File: src/design/audio_chunk_container_deframer_unit_assert.svh
// Assertion macros shared by the deframer modules.
`ifndef AUDIO_CHUNK_CONTAINER_DEFRAMER_UNIT_ASSERT_SVH
`define AUDIO_CHUNK_CONTAINER_DEFRAMER_UNIT_ASSERT_SVH

// Same-cycle implication, disabled during reset.
`define ACDF_ASSERT_NOW(label, clk, rst, cond, prop, msg) \
  label: assert property (@(posedge clk) disable iff (rst) (cond) |-> (prop)) \
    else $error(msg);

// Next-cycle implication, disabled during reset.
`define ACDF_ASSERT_NEXT(label, clk, rst, cond, prop, msg) \
  label: assert property (@(posedge clk) disable iff (rst) (cond) |=> (prop)) \
    else $error(msg);

`endif

File: src/design/acdf_pkg.sv
// Shared types and constants for the audio chunk container deframer.
`timescale 1ns / 1ps
package acdf_pkg;

  localparam int FRAME_COUNT_WIDTH_DEFAULT = 40;
  localparam int CMD_QUEUE_DEPTH = 4;

  localparam int STAMP_W  = 44;
  localparam int MS_W     = 38;
  localparam int OFFSET_W = 32;
  localparam int RATE_W   = 16;
  localparam int SIZE_W   = 16;
  localparam int IDX_W    = 4;
  localparam int SCALE_W  = 17;

  localparam logic [SCALE_W-1:0] STAMP_SCALE = 17'd90000;
  localparam logic [6:0]         MS_DIVISOR  = 7'd90;

  // stamp / 90 in 11-bit digits, each digit quotient by reciprocal multiply
  localparam int MS_DIGIT_W     = 11;
  localparam int MS_REM_W       = 7;
  localparam int MS_PART_W      = MS_REM_W + MS_DIGIT_W;
  localparam int MS_RECIP_W     = 19;
  localparam int MS_PROD_W      = MS_PART_W + MS_RECIP_W;
  localparam int MS_RECIP_SHIFT = 25;
  localparam int MS_STEPS       = STAMP_W / MS_DIGIT_W;
  // ceil(2^25 / 90), exact for every partial remainder below 90 * 2^11
  localparam logic [MS_RECIP_W-1:0] MS_RECIP = 19'd372828;

  localparam logic [RATE_W-1:0] RATE_MIN = 16'd8000;
  localparam logic [RATE_W-1:0] RATE_MAX = 16'd48000;
  localparam logic [31:0]       CHUNK_MAGIC = 32'h0000_DEAF;
  localparam logic [7:0]        CODEC_BYTE_PLAIN = 8'd1;
  localparam logic [7:0]        CODEC_BYTE_IMA   = 8'd99;
  localparam logic [SIZE_W-1:0] MAX_BUFFER_RESET = 16'd8192;

  localparam int FLAG_STEREO_BIT = 0;
  localparam int FLAG_WIDE_BIT   = 1;

  localparam int HEADER_BYTES   = 12;
  localparam int PREAMBLE_BYTES = 8;

  // Byte positions inside the header and the chunk preamble
  localparam logic [IDX_W-1:0] HDR_RATE_LO = 4'd0;
  localparam logic [IDX_W-1:0] HDR_RATE_HI = 4'd1;
  localparam logic [IDX_W-1:0] HDR_FLAGS   = 4'd10;
  localparam logic [IDX_W-1:0] HDR_CODEC   = IDX_W'(HEADER_BYTES - 1);
  localparam logic [IDX_W-1:0] PRE_SIZE_LO = 4'd0;
  localparam logic [IDX_W-1:0] PRE_SIZE_HI = 4'd1;
  localparam logic [IDX_W-1:0] PRE_MAGIC_0 = 4'd4;
  localparam logic [IDX_W-1:0] PRE_MAGIC_1 = 4'd5;
  localparam logic [IDX_W-1:0] PRE_MAGIC_2 = 4'd6;
  localparam logic [IDX_W-1:0] PRE_MAGIC_3 = IDX_W'(PREAMBLE_BYTES - 1);

  localparam logic [1:0] KIND_HEADER   = 2'd0;
  localparam logic [1:0] KIND_PAYLOAD  = 2'd1;
  localparam logic [1:0] KIND_FINISHED = 2'd2;

  localparam logic [2:0] REASON_EOS       = 3'd1;
  localparam logic [2:0] REASON_BAD_RATE  = 3'd2;
  localparam logic [2:0] REASON_BAD_CODEC = 3'd3;
  localparam logic [2:0] REASON_BAD_MAGIC = 3'd4;
  localparam logic [2:0] REASON_TRUNCATED = 3'd5;

  typedef enum logic [1:0] {
    PH_HEADER,
    PH_PREAMBLE,
    PH_PAYLOAD,
    PH_DONE
  } phase_t;

  typedef enum logic [1:0] {
    CMD_HEADER,
    CMD_BYTE,
    CMD_CHUNK,
    CMD_FINISH
  } cmd_op_t;

  typedef enum logic [1:0] {
    BK_SERVE,
    BK_MUL,
    BK_DIV,
    BK_MS
  } back_state_t;

  // One classified request from the front end
  typedef struct packed {
    cmd_op_t              op;
    logic [7:0]           data;
    logic                 buf_last;
    logic                 frm_last;
    logic [OFFSET_W-1:0]  offset;
    logic [RATE_W-1:0]    rate;
    logic                 stereo;
    logic                 sixteen;
    logic                 codec;
    logic [2:0]           reason;
  } cmd_t;

  typedef struct packed {
    logic [1:0]           kind;
    logic [7:0]           payload_byte;
    logic [RATE_W-1:0]    sample_rate;
    logic                 is_stereo;
    logic                 is_sixteen_bit;
    logic                 codec_kind;
    logic                 buffer_last;
    logic                 frame_last;
    logic [STAMP_W-1:0]   presentation_stamp;
    logic [MS_W-1:0]      time_ms;
    logic [OFFSET_W-1:0]  chunk_offset;
    logic [2:0]           finish_reason;
  } result_t;

endpackage

File: src/design/acdf_cmd_queue.sv
// Short request queue between the parsing front end and the back end.
`timescale 1ns / 1ps
`include "audio_chunk_container_deframer_unit_assert.svh"
module acdf_cmd_queue #(
  parameter int FRAME_COUNT_WIDTH = acdf_pkg::FRAME_COUNT_WIDTH_DEFAULT
) (
  input  logic                         clk,
  input  logic                         rst,
  input  logic                         push,
  input  acdf_pkg::cmd_t               cmd_in,
  input  logic [FRAME_COUNT_WIDTH-1:0] frame_in,
  input  logic                         pop,
  output logic                         full,
  output logic                         empty,
  output acdf_pkg::cmd_t               head,
  output logic [FRAME_COUNT_WIDTH-1:0] head_frame
);

  localparam int DEPTH = acdf_pkg::CMD_QUEUE_DEPTH;
  localparam int PTR_W = $clog2(DEPTH);
  localparam int CNT_W = $clog2(DEPTH + 1);

  acdf_pkg::cmd_t               cmd_mem   [DEPTH];
  logic [FRAME_COUNT_WIDTH-1:0] frame_mem [DEPTH];
  logic [PTR_W-1:0]             wr_ptr;
  logic [PTR_W-1:0]             rd_ptr;
  logic [CNT_W-1:0]             count;

  assign full       = (count == CNT_W'(DEPTH));
  assign empty      = (count == '0);
  assign head       = cmd_mem[rd_ptr];
  assign head_frame = frame_mem[rd_ptr];

  always_ff @(posedge clk) begin
    if (push) begin
      cmd_mem[wr_ptr]   <= cmd_in;
      frame_mem[wr_ptr] <= frame_in;
    end
  end

  always_ff @(posedge clk) begin
    if (rst) begin
      wr_ptr <= '0;
      rd_ptr <= '0;
      count  <= '0;
    end else begin
      if (push) begin
        wr_ptr <= (wr_ptr == PTR_W'(DEPTH - 1)) ? '0 : wr_ptr + PTR_W'(1);
      end
      if (pop) begin
        rd_ptr <= (rd_ptr == PTR_W'(DEPTH - 1)) ? '0 : rd_ptr + PTR_W'(1);
      end
      if (push && !pop) begin
        count <= count + CNT_W'(1);
      end else if (pop && !push) begin
        count <= count - CNT_W'(1);
      end
    end
  end

  `ACDF_ASSERT_NEXT(a_q_push_grows, clk, rst, push && !pop, count == $past(count) + CNT_W'(1), "queue push lost")
  `ACDF_ASSERT_NOW(a_q_pop_nonempty, clk, rst, pop, !empty, "pop from empty request queue")

endmodule

File: src/design/acdf_front.sv
// Front end: parses header and chunk preambles and classifies each byte.
`timescale 1ns / 1ps
`include "audio_chunk_container_deframer_unit_assert.svh"
module acdf_front #(
  parameter int FRAME_COUNT_WIDTH = acdf_pkg::FRAME_COUNT_WIDTH_DEFAULT
) (
  input  logic                         clk,
  input  logic                         rst,
  input  logic                         accept,
  input  logic [7:0]                   data_byte_in,
  input  logic                         end_of_stream,
  input  logic                         cfg_write,
  input  logic [acdf_pkg::SIZE_W-1:0]  cfg_data,
  output logic                         cmd_push,
  output acdf_pkg::cmd_t               cmd,
  output logic [FRAME_COUNT_WIDTH-1:0] cmd_frame
);

  acdf_pkg::phase_t                  phase, phase_next;
  logic [acdf_pkg::IDX_W-1:0]        byte_idx, byte_idx_next;
  logic [acdf_pkg::RATE_W-1:0]       header_rate, header_rate_next;
  logic [1:0]                        header_flags, header_flags_next;
  logic                              codec, codec_next;
  logic [acdf_pkg::SIZE_W-1:0]       preamble_size, preamble_size_next;
  logic [31:0]                       preamble_magic, preamble_magic_next;
  logic [acdf_pkg::SIZE_W-1:0]       chunk_left, chunk_left_next;
  logic [acdf_pkg::SIZE_W-1:0]       buffer_fill, buffer_fill_next;
  logic [FRAME_COUNT_WIDTH-1:0]      frame_total, frame_total_next;
  logic [acdf_pkg::OFFSET_W-1:0]     data_position, data_position_next;
  logic [acdf_pkg::OFFSET_W-1:0]     chunk_offset, chunk_offset_next;
  logic [acdf_pkg::SIZE_W-1:0]       max_buffer_bytes, max_buffer_bytes_next;

  logic [acdf_pkg::SIZE_W-1:0]       limit;
  logic [31:0]                       magic_full;
  logic [FRAME_COUNT_WIDTH-1:0]      frame_add;
  logic [acdf_pkg::SIZE_W-1:0]       left_dec;
  logic [acdf_pkg::SIZE_W-1:0]       fill_inc;
  logic                              pay_frame_last;
  logic                              pay_buf_last;

  function automatic acdf_pkg::cmd_t finish_cmd(input logic [2:0] reason);
    acdf_pkg::cmd_t c;
    c        = '0;
    c.op     = acdf_pkg::CMD_FINISH;
    c.reason = reason;
    return c;
  endfunction

  assign cmd_frame = frame_total_next;

  always_comb begin
    phase_next            = phase;
    byte_idx_next         = byte_idx;
    header_rate_next      = header_rate;
    header_flags_next     = header_flags;
    codec_next            = codec;
    preamble_size_next    = preamble_size;
    preamble_magic_next   = preamble_magic;
    chunk_left_next       = chunk_left;
    buffer_fill_next      = buffer_fill;
    frame_total_next      = frame_total;
    data_position_next    = data_position;
    chunk_offset_next     = chunk_offset;
    max_buffer_bytes_next = cfg_write ? cfg_data : max_buffer_bytes;
    cmd                   = '0;
    cmd_push              = 1'b0;

    // zero buffer size behaves as one
    limit          = (max_buffer_bytes == '0) ? acdf_pkg::SIZE_W'(1) : max_buffer_bytes;
    magic_full     = {data_byte_in, preamble_magic[23:0]};
    frame_add      = header_flags[acdf_pkg::FLAG_STEREO_BIT] ?
                     FRAME_COUNT_WIDTH'(preamble_size) :
                     FRAME_COUNT_WIDTH'({preamble_size, 1'b0});
    left_dec       = chunk_left - acdf_pkg::SIZE_W'(1);
    fill_inc       = buffer_fill + acdf_pkg::SIZE_W'(1);
    pay_frame_last = (left_dec == '0);
    pay_buf_last   = pay_frame_last || (fill_inc >= limit);

    if (accept) begin
      unique case (phase)
        acdf_pkg::PH_HEADER: begin
          if (end_of_stream) begin
            phase_next = acdf_pkg::PH_DONE;
            cmd_push   = 1'b1;
            cmd        = finish_cmd(acdf_pkg::REASON_EOS);
          end else begin
            unique case (byte_idx)
              acdf_pkg::HDR_RATE_LO: header_rate_next = {8'h00, data_byte_in};
              acdf_pkg::HDR_RATE_HI: header_rate_next = {data_byte_in, header_rate[7:0]};
              acdf_pkg::HDR_FLAGS:   header_flags_next = data_byte_in[1:0];
              default: ;
            endcase
            if (byte_idx == acdf_pkg::HDR_CODEC) begin
              byte_idx_next = '0;
              if (header_rate < acdf_pkg::RATE_MIN || header_rate > acdf_pkg::RATE_MAX) begin
                phase_next = acdf_pkg::PH_DONE;
                cmd_push   = 1'b1;
                cmd        = finish_cmd(acdf_pkg::REASON_BAD_RATE);
              end else if (data_byte_in == acdf_pkg::CODEC_BYTE_PLAIN ||
                           data_byte_in == acdf_pkg::CODEC_BYTE_IMA) begin
                codec_next         = (data_byte_in == acdf_pkg::CODEC_BYTE_IMA);
                frame_total_next   = '0;
                data_position_next = '0;
                phase_next         = acdf_pkg::PH_PREAMBLE;
                cmd_push           = 1'b1;
                cmd.op             = acdf_pkg::CMD_HEADER;
                cmd.rate           = header_rate;
                cmd.stereo         = header_flags[acdf_pkg::FLAG_STEREO_BIT];
                cmd.sixteen        = header_flags[acdf_pkg::FLAG_WIDE_BIT];
                cmd.codec          = (data_byte_in == acdf_pkg::CODEC_BYTE_IMA);
              end else begin
                phase_next = acdf_pkg::PH_DONE;
                cmd_push   = 1'b1;
                cmd        = finish_cmd(acdf_pkg::REASON_BAD_CODEC);
              end
            end else begin
              byte_idx_next = byte_idx + acdf_pkg::IDX_W'(1);
            end
          end
        end

        acdf_pkg::PH_PREAMBLE: begin
          if (end_of_stream) begin
            phase_next = acdf_pkg::PH_DONE;
            cmd_push   = 1'b1;
            cmd        = finish_cmd(acdf_pkg::REASON_EOS);
          end else begin
            data_position_next = data_position + acdf_pkg::OFFSET_W'(1);
            unique case (byte_idx)
              acdf_pkg::PRE_SIZE_LO: begin
                preamble_size_next  = {8'h00, data_byte_in};
                preamble_magic_next = '0;
              end
              acdf_pkg::PRE_SIZE_HI: preamble_size_next = {data_byte_in, preamble_size[7:0]};
              acdf_pkg::PRE_MAGIC_0: preamble_magic_next[7:0]   = data_byte_in;
              acdf_pkg::PRE_MAGIC_1: preamble_magic_next[15:8]  = data_byte_in;
              acdf_pkg::PRE_MAGIC_2: preamble_magic_next[23:16] = data_byte_in;
              acdf_pkg::PRE_MAGIC_3: preamble_magic_next[31:24] = data_byte_in;
              default: ;
            endcase
            if (byte_idx == acdf_pkg::PRE_MAGIC_3) begin
              byte_idx_next = '0;
              if (magic_full != acdf_pkg::CHUNK_MAGIC) begin
                phase_next = acdf_pkg::PH_DONE;
                cmd_push   = 1'b1;
                cmd        = finish_cmd(acdf_pkg::REASON_BAD_MAGIC);
              end else begin
                frame_total_next  = frame_total + frame_add;
                chunk_left_next   = preamble_size;
                buffer_fill_next  = '0;
                chunk_offset_next = data_position + acdf_pkg::OFFSET_W'(1);
                // empty chunk: count moves on, nothing to stamp
                if (preamble_size != '0) begin
                  phase_next = acdf_pkg::PH_PAYLOAD;
                  cmd_push   = 1'b1;
                  cmd.op     = acdf_pkg::CMD_CHUNK;
                  cmd.rate   = header_rate;
                end
              end
            end else begin
              byte_idx_next = byte_idx + acdf_pkg::IDX_W'(1);
            end
          end
        end

        acdf_pkg::PH_PAYLOAD: begin
          if (end_of_stream) begin
            phase_next = acdf_pkg::PH_DONE;
            cmd_push   = 1'b1;
            cmd        = finish_cmd(acdf_pkg::REASON_TRUNCATED);
          end else begin
            chunk_left_next    = left_dec;
            buffer_fill_next   = pay_buf_last ? '0 : fill_inc;
            data_position_next = data_position + acdf_pkg::OFFSET_W'(1);
            if (pay_frame_last) begin
              phase_next = acdf_pkg::PH_PREAMBLE;
            end
            cmd_push     = 1'b1;
            cmd.op       = acdf_pkg::CMD_BYTE;
            cmd.data     = data_byte_in;
            cmd.buf_last = pay_buf_last;
            cmd.frm_last = pay_frame_last;
            cmd.offset   = chunk_offset;
          end
        end

        acdf_pkg::PH_DONE: ;

        default: phase_next = acdf_pkg::PH_DONE;
      endcase
    end
  end

  always_ff @(posedge clk) begin
    if (rst) begin
      phase            <= acdf_pkg::PH_HEADER;
      byte_idx         <= '0;
      chunk_left       <= '0;
      buffer_fill      <= '0;
      frame_total      <= '0;
      data_position    <= '0;
      max_buffer_bytes <= acdf_pkg::MAX_BUFFER_RESET;
    end else begin
      phase            <= phase_next;
      byte_idx         <= byte_idx_next;
      chunk_left       <= chunk_left_next;
      buffer_fill      <= buffer_fill_next;
      frame_total      <= frame_total_next;
      data_position    <= data_position_next;
      max_buffer_bytes <= max_buffer_bytes_next;
    end
  end

  always_ff @(posedge clk) begin
    header_rate    <= header_rate_next;
    header_flags   <= header_flags_next;
    codec          <= codec_next;
    preamble_size  <= preamble_size_next;
    preamble_magic <= preamble_magic_next;
    chunk_offset   <= chunk_offset_next;
  end

  `ACDF_ASSERT_NEXT(a_fe_done_sticks, clk, rst, phase == acdf_pkg::PH_DONE, phase == acdf_pkg::PH_DONE && !cmd_push, "front end left finished state")

endmodule

File: src/design/acdf_back.sv
// Back end: stamp arithmetic per chunk and the result output register.
`timescale 1ns / 1ps
`include "audio_chunk_container_deframer_unit_assert.svh"
module acdf_back #(
  parameter int FRAME_COUNT_WIDTH = acdf_pkg::FRAME_COUNT_WIDTH_DEFAULT
) (
  input  logic                         clk,
  input  logic                         rst,
  input  logic                         q_empty,
  input  acdf_pkg::cmd_t               q_head,
  input  logic [FRAME_COUNT_WIDTH-1:0] q_head_frame,
  output logic                         q_pop,
  input  logic                         pop,
  output logic                         empty,
  output acdf_pkg::result_t            result
);

  localparam int PROD_W = FRAME_COUNT_WIDTH + acdf_pkg::SCALE_W;
  localparam int CNT_W  = $clog2(PROD_W + 1);
  localparam int SW     = acdf_pkg::STAMP_W;

  acdf_pkg::back_state_t       state, state_next;
  logic [CNT_W-1:0]            step_cnt;
  logic [acdf_pkg::SCALE_W-1:0] k_shift;
  logic [PROD_W-1:0]           work;
  logic [acdf_pkg::RATE_W-1:0] rem;
  logic [SW-1:0]               stamp_reg;
  logic [acdf_pkg::MS_W-1:0]   ms_reg;
  logic                        out_valid;
  acdf_pkg::result_t           out_reg;
  acdf_pkg::result_t           res_next;

  logic                        out_load;
  logic                        chunk_start;
  logic                        step_last;
  logic [PROD_W-1:0]           mul_sum;
  logic [acdf_pkg::RATE_W:0]   div_rem2;
  logic                        div_ge;
  logic [acdf_pkg::RATE_W:0]   div_rem_new;
  logic [PROD_W-1:0]           work_div;
  logic [acdf_pkg::MS_PART_W-1:0]  ms_part;
  logic [acdf_pkg::MS_PROD_W-1:0]  ms_prod;
  logic [acdf_pkg::MS_DIGIT_W-1:0] ms_q;
  logic [acdf_pkg::MS_PART_W-1:0]  ms_rem_full;
  logic [SW-1:0]               work_ms;

  assign empty  = !out_valid;
  assign result = out_reg;

  // frame * 90000, one multiplier bit per cycle, MSB first
  assign mul_sum = {work[PROD_W-2:0], 1'b0} +
                   (k_shift[acdf_pkg::SCALE_W-1] ? PROD_W'(q_head_frame) : '0);

  // restoring division of the product by the rate, quotient shifts in at the LSB
  assign div_rem2    = {rem, work[PROD_W-1]};
  assign div_ge      = (div_rem2 >= {1'b0, q_head.rate});
  assign div_rem_new = div_ge ? div_rem2 - {1'b0, q_head.rate} : div_rem2;
  assign work_div    = {work[PROD_W-2:0], div_ge};

  // stamp / 90, one 11-bit digit per cycle: reciprocal multiply gives the
  // digit quotient, the remainder carries into the next digit
  assign ms_part     = {rem[acdf_pkg::MS_REM_W-1:0],
                        work[SW-1 -: acdf_pkg::MS_DIGIT_W]};
  assign ms_prod     = acdf_pkg::MS_PROD_W'(ms_part) *
                       acdf_pkg::MS_PROD_W'(acdf_pkg::MS_RECIP);
  assign ms_q        = ms_prod[acdf_pkg::MS_RECIP_SHIFT +: acdf_pkg::MS_DIGIT_W];
  assign ms_rem_full = ms_part - acdf_pkg::MS_PART_W'(ms_q) *
                                 acdf_pkg::MS_PART_W'(acdf_pkg::MS_DIVISOR);
  assign work_ms     = {work[SW-acdf_pkg::MS_DIGIT_W-1:0], ms_q};

  always_comb begin
    state_next  = state;
    out_load    = 1'b0;
    chunk_start = 1'b0;
    step_last   = (step_cnt == CNT_W'(1));
    unique case (state)
      acdf_pkg::BK_SERVE: begin
        if (!q_empty) begin
          if (q_head.op == acdf_pkg::CMD_CHUNK) begin
            state_next  = acdf_pkg::BK_MUL;
            chunk_start = 1'b1;
          end else if (!out_valid || pop) begin
            out_load = 1'b1;
          end
        end
      end
      acdf_pkg::BK_MUL: if (step_last) state_next = acdf_pkg::BK_DIV;
      acdf_pkg::BK_DIV: if (step_last) state_next = acdf_pkg::BK_MS;
      acdf_pkg::BK_MS:  if (step_last) state_next = acdf_pkg::BK_SERVE;
      default: state_next = acdf_pkg::BK_SERVE;
    endcase
    // chunk request leaves the queue only once its stamp is final
    q_pop = out_load || (state == acdf_pkg::BK_MS && step_last);
  end

  always_comb begin
    res_next = '0;
    unique case (q_head.op)
      acdf_pkg::CMD_HEADER: begin
        res_next.kind           = acdf_pkg::KIND_HEADER;
        res_next.sample_rate    = q_head.rate;
        res_next.is_stereo      = q_head.stereo;
        res_next.is_sixteen_bit = q_head.sixteen;
        res_next.codec_kind     = q_head.codec;
      end
      acdf_pkg::CMD_BYTE: begin
        res_next.kind               = acdf_pkg::KIND_PAYLOAD;
        res_next.payload_byte       = q_head.data;
        res_next.buffer_last        = q_head.buf_last;
        res_next.frame_last         = q_head.frm_last;
        res_next.presentation_stamp = stamp_reg;
        res_next.time_ms            = ms_reg;
        res_next.chunk_offset       = q_head.offset;
      end
      acdf_pkg::CMD_FINISH: begin
        res_next.kind          = acdf_pkg::KIND_FINISHED;
        res_next.finish_reason = q_head.reason;
      end
      default: ;
    endcase
  end

  always_ff @(posedge clk) begin
    if (rst) begin
      state <= acdf_pkg::BK_SERVE;
    end else begin
      state <= state_next;
    end
  end

  always_ff @(posedge clk) begin
    case (state)
      acdf_pkg::BK_SERVE: begin
        if (chunk_start) begin
          work     <= '0;
          k_shift  <= acdf_pkg::STAMP_SCALE;
          step_cnt <= CNT_W'(acdf_pkg::SCALE_W);
        end
      end
      acdf_pkg::BK_MUL: begin
        work    <= mul_sum;
        k_shift <= {k_shift[acdf_pkg::SCALE_W-2:0], 1'b0};
        rem     <= '0;
        step_cnt <= step_last ? CNT_W'(PROD_W) : step_cnt - CNT_W'(1);
      end
      acdf_pkg::BK_DIV: begin
        if (step_last) begin
          stamp_reg <= work_div[SW-1:0];
          work      <= PROD_W'(work_div[SW-1:0]);
          rem       <= '0;
          step_cnt  <= CNT_W'(acdf_pkg::MS_STEPS);
        end else begin
          work     <= work_div;
          rem      <= div_rem_new[acdf_pkg::RATE_W-1:0];
          step_cnt <= step_cnt - CNT_W'(1);
        end
      end
      acdf_pkg::BK_MS: begin
        work     <= PROD_W'(work_ms);
        rem      <= acdf_pkg::RATE_W'(ms_rem_full[acdf_pkg::MS_REM_W-1:0]);
        step_cnt <= step_cnt - CNT_W'(1);
        if (step_last) begin
          ms_reg <= work_ms[acdf_pkg::MS_W-1:0];
        end
      end
      default: ;
    endcase
  end

  always_ff @(posedge clk) begin
    if (rst) begin
      out_valid <= 1'b0;
    end else if (out_load) begin
      out_valid <= 1'b1;
    end else if (pop) begin
      out_valid <= 1'b0;
    end
  end

  always_ff @(posedge clk) begin
    if (out_load) begin
      out_reg <= res_next;
    end
  end

  `ACDF_ASSERT_NOW(a_bk_busy_on_chunk, clk, rst, state != acdf_pkg::BK_SERVE,
                   !q_empty && q_head.op == acdf_pkg::CMD_CHUNK,
                   "stamp unit busy without a chunk request")
  `ACDF_ASSERT_NOW(a_bk_finish_is_last, clk, rst,
                   out_valid && out_reg.kind == acdf_pkg::KIND_FINISHED, q_empty,
                   "request queued after stream finished")

endmodule

File: src/design/audio_chunk_container_deframer_unit.sv
// Top level of the audio chunk container deframer.
`timescale 1ns / 1ps
// Byte-stream deframer for an audio chunk container. Bytes enter
// through a queue-style port (push/full), one per cycle while full is low; an
// item with end_of_stream set carries no byte. The 12-byte header yields one
// header result (rate, stereo, 16-bit, codec); each 8-byte chunk preamble
// (size, magic) is checked, and each payload byte comes out as one result with
// buffer_last/frame_last marks, the chunk offset and the chunk's 90 kHz stamp
// and millisecond time. Any bad field, or end of stream, yields one finished
// result with its reason, after which input is swallowed until reset.
// Results leave through a queue-style port (empty/pop) held in one output
// register; input keeps flowing while a result waits, until the queue fills.
// Rate: header, preamble and payload bytes are taken at one per cycle while
// full is low. Every chunk with a nonzero size first passes the back end
// through dispatch, shift-add multiply by 90000, restoring division by the
// rate and digit-wise reciprocal divide by 90 before its first payload byte
// is delivered; during that time the front end keeps parsing into a 4-entry
// request queue and raises full when it fills. Within a chunk, sustained
// payload throughput is one byte per cycle while results are popped.
// The max_buffer_bytes register is written through cfg_valid/cfg_ready/
// cfg_data (always ready) and should only change while the block is idle; a
// value of zero behaves as one.
module audio_chunk_container_deframer_unit #(
  parameter int FRAME_COUNT_WIDTH = acdf_pkg::FRAME_COUNT_WIDTH_DEFAULT
) (
  input  logic        clk,
  input  logic        rst,
  // byte input
  input  logic        push,
  output logic        full,
  input  logic [7:0]  data_byte_in,
  input  logic        end_of_stream,
  // result output
  output logic        empty,
  input  logic        pop,
  output logic [1:0]  kind,
  output logic [7:0]  payload_byte,
  output logic [15:0] sample_rate,
  output logic        is_stereo,
  output logic        is_sixteen_bit,
  output logic        codec_kind,
  output logic        buffer_last,
  output logic        frame_last,
  output logic [43:0] presentation_stamp,
  output logic [37:0] time_ms,
  output logic [31:0] chunk_offset,
  output logic [2:0]  finish_reason,
  // configuration write
  input  logic        cfg_valid,
  output logic        cfg_ready,
  input  logic [15:0] cfg_data
);

  logic                         accept;
  logic                         cmd_push;
  acdf_pkg::cmd_t               cmd;
  logic [FRAME_COUNT_WIDTH-1:0] cmd_frame;
  logic                         q_full;
  logic                         q_empty;
  logic                         q_pop;
  acdf_pkg::cmd_t               q_head;
  logic [FRAME_COUNT_WIDTH-1:0] q_head_frame;
  acdf_pkg::result_t            res;

  // every accepted byte may produce a request, so stall on a full queue
  assign full      = q_full;
  assign accept    = push && !q_full;
  assign cfg_ready = 1'b1;

  acdf_front #(
    .FRAME_COUNT_WIDTH(FRAME_COUNT_WIDTH)
  ) u_front (
    .clk           (clk),
    .rst           (rst),
    .accept        (accept),
    .data_byte_in  (data_byte_in),
    .end_of_stream (end_of_stream),
    .cfg_write     (cfg_valid && cfg_ready),
    .cfg_data      (cfg_data),
    .cmd_push      (cmd_push),
    .cmd           (cmd),
    .cmd_frame     (cmd_frame)
  );

  acdf_cmd_queue #(
    .FRAME_COUNT_WIDTH(FRAME_COUNT_WIDTH)
  ) u_queue (
    .clk        (clk),
    .rst        (rst),
    .push       (cmd_push),
    .cmd_in     (cmd),
    .frame_in   (cmd_frame),
    .pop        (q_pop),
    .full       (q_full),
    .empty      (q_empty),
    .head       (q_head),
    .head_frame (q_head_frame)
  );

  acdf_back #(
    .FRAME_COUNT_WIDTH(FRAME_COUNT_WIDTH)
  ) u_back (
    .clk          (clk),
    .rst          (rst),
    .q_empty      (q_empty),
    .q_head       (q_head),
    .q_head_frame (q_head_frame),
    .q_pop        (q_pop),
    .pop          (pop),
    .empty        (empty),
    .result       (res)
  );

  assign kind               = res.kind;
  assign payload_byte       = res.payload_byte;
  assign sample_rate        = res.sample_rate;
  assign is_stereo          = res.is_stereo;
  assign is_sixteen_bit     = res.is_sixteen_bit;
  assign codec_kind         = res.codec_kind;
  assign buffer_last        = res.buffer_last;
  assign frame_last         = res.frame_last;
  assign presentation_stamp = res.presentation_stamp;
  assign time_ms            = res.time_ms;
  assign chunk_offset       = res.chunk_offset;
  assign finish_reason      = res.finish_reason;

endmodule
File: config.mk
export PLATFORM = sky130hd
export DESIGN_NAME = audio_chunk_container_deframer_unit
export DESIGN_NICKNAME = d
export VERILOG_FILES = /design/src/design/acdf_pkg.sv /design/src/design/acdf_cmd_queue.sv /design/src/design/acdf_front.sv /design/src/design/acdf_back.sv /design/src/design/audio_chunk_container_deframer_unit.sv
export VERILOG_INCLUDE_DIRS = /design/src /design/src/design
export SDC_FILE = /design/constraint.sdc
export NUM_CORES = 2
export LEC_CHECK = 0
export BUFFER_PORTS_ARGS = -buffer_cell sky130_fd_sc_hd__buf_2
export CORE_MARGIN = 2
export CORE_UTILIZATION = 41
export DETAILED_ROUTE_END_ITERATION = 10
export PLACE_DENSITY = 0.61
export SLEW_MARGIN = 20
export SYNTH_ARGS = -nofsm -noshare
export SYNTH_HDL_FRONTEND = slang
export SYNTH_SLANG_ARGS = --single-unit
File: constraint.sdc
create_clock -name clk -period 20.5 [get_ports clk]
set_input_delay 4.1 -clock clk [delete_from_list [all_inputs] [get_ports clk]]
set_output_delay 4.1 -clock clk [all_outputs]
set_load 0.01 [all_outputs]
==> results.ini <==
[run_status]
status=completed

[global_routing]
grt_overflow=0
met2_usage=0.304
grt_usage=0.191
met3_usage=0.0316
antenna_found_initial=6
grt_pass1_wl_um=186000
grt_use_met1=0.268
grt_start_max_net_pins=84
grt_busiest_layer=met2
grt_pass1_vias=31100

[die]
die-area_um2=124000
die_w_um=352
initial_utilization=0.414
fp.coreArea_um2=120000
die_y_um=352
ios=181
row_count=127

[synthesis]
seq_area_frac_synth=0.562
yosysTopAreaCell=edfxtp_1
yosys-top-cells-area=edfxtp_1, ha_1, dfxtp_1
synthFlopType=edfxtp_1
synth_area_um2=49600
synthArstFlopShare=0
yosys_warnings=0
yosysTopAreaCellShare=0.506
ys_ff_latch=974
synthCells=3864
yosys-top-cells-count=edfxtp_1, inv_1, ha_1
synth_edf_count=836
yosysMostFrequentCell=edfxtp_1
synth.distinct_cells=116
syn_nets=4251
avgSynthCellArea_um2=12.8

[timing]
rsz0062_at_grt=no
fmax_ghz=0.109
finalCriticalPeriod_ps=9150
tightest_slew_ps=1080
worst_slack_ps=11350
hold_violations=0
tns_ps=0
worst_slew_margin_rel=0.276
clock_skew_ps=61.6
layout_worst_path_cycle_share=0.446
drv_slew=0
setup_viol=0

[flow_run]
cap_violations=0

[cts]
path_clk_slew_ps=60
cts_setup_buffers=0
clockRootBuffer=clkbuf_16
cts_tree=yes
htreeDepth=3
cts_inserted_buffers=103
clk_latency_ps=720
cts_resized=0
ctsLongestPathBuffers=3
clock-sinks=974
hold_buffers=0

[setup_path]
cp_slowest_cell=edfxtp_1
endpoint_kind=flop
crit_fanout=9
path_common_cell=inv_1
required_ps=20950
crit_path_max_incr_delay_ps=640
crit_family=adder cells
crit_arrival_ps=9590
crit_type=reg -> reg
worstPathBufferInverterCount=8
start_kind=flop

[placement]
io_buffer_count=179
gp_congestion=0.907
dp_hpwl_um=81200
pre_cts_ws_ps=11410
placed_area_um2=52200

[detailed_routing]
firstDrtPassIters=5
drt-initial-drc-count=2416
wl_um=120000
drt-vias-per-instance=5.50
vias=31400
drc=0
antenna_left=0
post_drt_wl_per_cell_um=21.0

[finish]
area_delta_synth_final_pct=12.5
num-fill-cells=10700
max_flop_register=u_queue.cmd_mem
stdcell_area_um2=55800
drive_gt1_frac=0.148
regArea_um2=27900
largest_reg_flops=264
multi_input_area_um2=20100
nNetsFinal=4398

[hold_path]
worstHoldPathType=reg -> reg

[worst register-to-register path, delay by kind of cell, from the launching register on]
| kind | cells | cell delay (ps) |
|---|---|---|
| buf+inv | 8 | 500 |
| simple gates | 3 | 1090 |
| compound gates | 5 | 1180 |
| xor+xnor | 3 | 790 |
| fa+ha+maj | 12 | 4710 |
| flops | 1 | 640 |
[layout make-up]
type / count / share of cell area
antenna: 2 / 0.0000896
clock buffer: 128 / 0.0500
clock inverter: 66 / 0.0147
inverter: 272 / 0.0183
multi-input combinational: 2442 / 0.360
sequential: 974 / 0.499
tap: 1612 / 0.0361
timing repair buffer: 218 / 0.0217
[worst paths after layout]
check | start | endpoint | slack [ps] | depth (start not counted)
max reg2reg | u_back.work[36] | u_back.rem[6] | 11350 | 31
min reg2reg | u_front.data_position[31] | u_front.data_position[31] | 470 | 2
max | u_back.work[36] | u_back.rem[6] | 11350 | 31
min | u_front.data_position[31] | u_front.data_position[31] | 470 | 2
[layout by cell type, fill, tap and decap left out, drive strengths merged, types with 25 or more instances in the layout]
cell type / netlist / final
a21o: 58 / 58
nor2: 170 / 170
inv: 271 / 279
edfxtp: 836 / 836
nor4: 25 / 25
fa: 99 / 99
a31oi: 40 / 40
a21oi: 170 / 170
mux4: 106 / 106
nand2: 233 / 233
o21a: 28 / 28
buf: 36 / 218
o22ai: 25 / 25
o21ai: 93 / 93
nand4: 43 / 43
clkinv: 1 / 43
xor2: 55 / 55
clkbuf: 140 / 128
xnor2: 71 / 71
dfxtp: 138 / 138
a211oi: 28 / 28
nand3: 111 / 111
a22oi: 38 / 38
and2: 247 / 247
nor3: 79 / 79
and3: 70 / 70
ha: 258 / 258
[routing by layer]
layer,wire length (um),vias up
met3,6550,157
li1,-,14700
met2,55600,864
met1,54600,15600
met4,3040,2
met5,11,-
[metrics by stage]
step | cells | hold WS (ps) | util
detailed placement | 5517 | 460 | 0.435
finish | 5714 | 470 | 0.465
global placement | 5517 | 450 | 0.435
CTS | 5711 | 469 | 0.465
global route | 5713 | 492 | 0.465
floorplan | 3864 | 444 | -
[kinds of logic (layout without fill, tap and decap cells)]
group / after synthesis / count (layout) / synth area share
AOI/OAI and AO/OA: 675 / 675 / 0.0945
DFF: 974 / 974 / 0.562
muxes: 147 / 147 / 0.0569
buffers and inverters: 448 / 684 / 0.0354
xor gates and xnor gates: 127 / 127 / 0.0227
other: 1 / 3 / 0.0000756
adders and majority gates: 357 / 357 / 0.105
and+or+nand+nor: 1135 / 1135 / 0.124
Power is left out: the tool's default activity adds up to more than one toggle a clock period on the data nets, which glitch-free logic cannot reach.
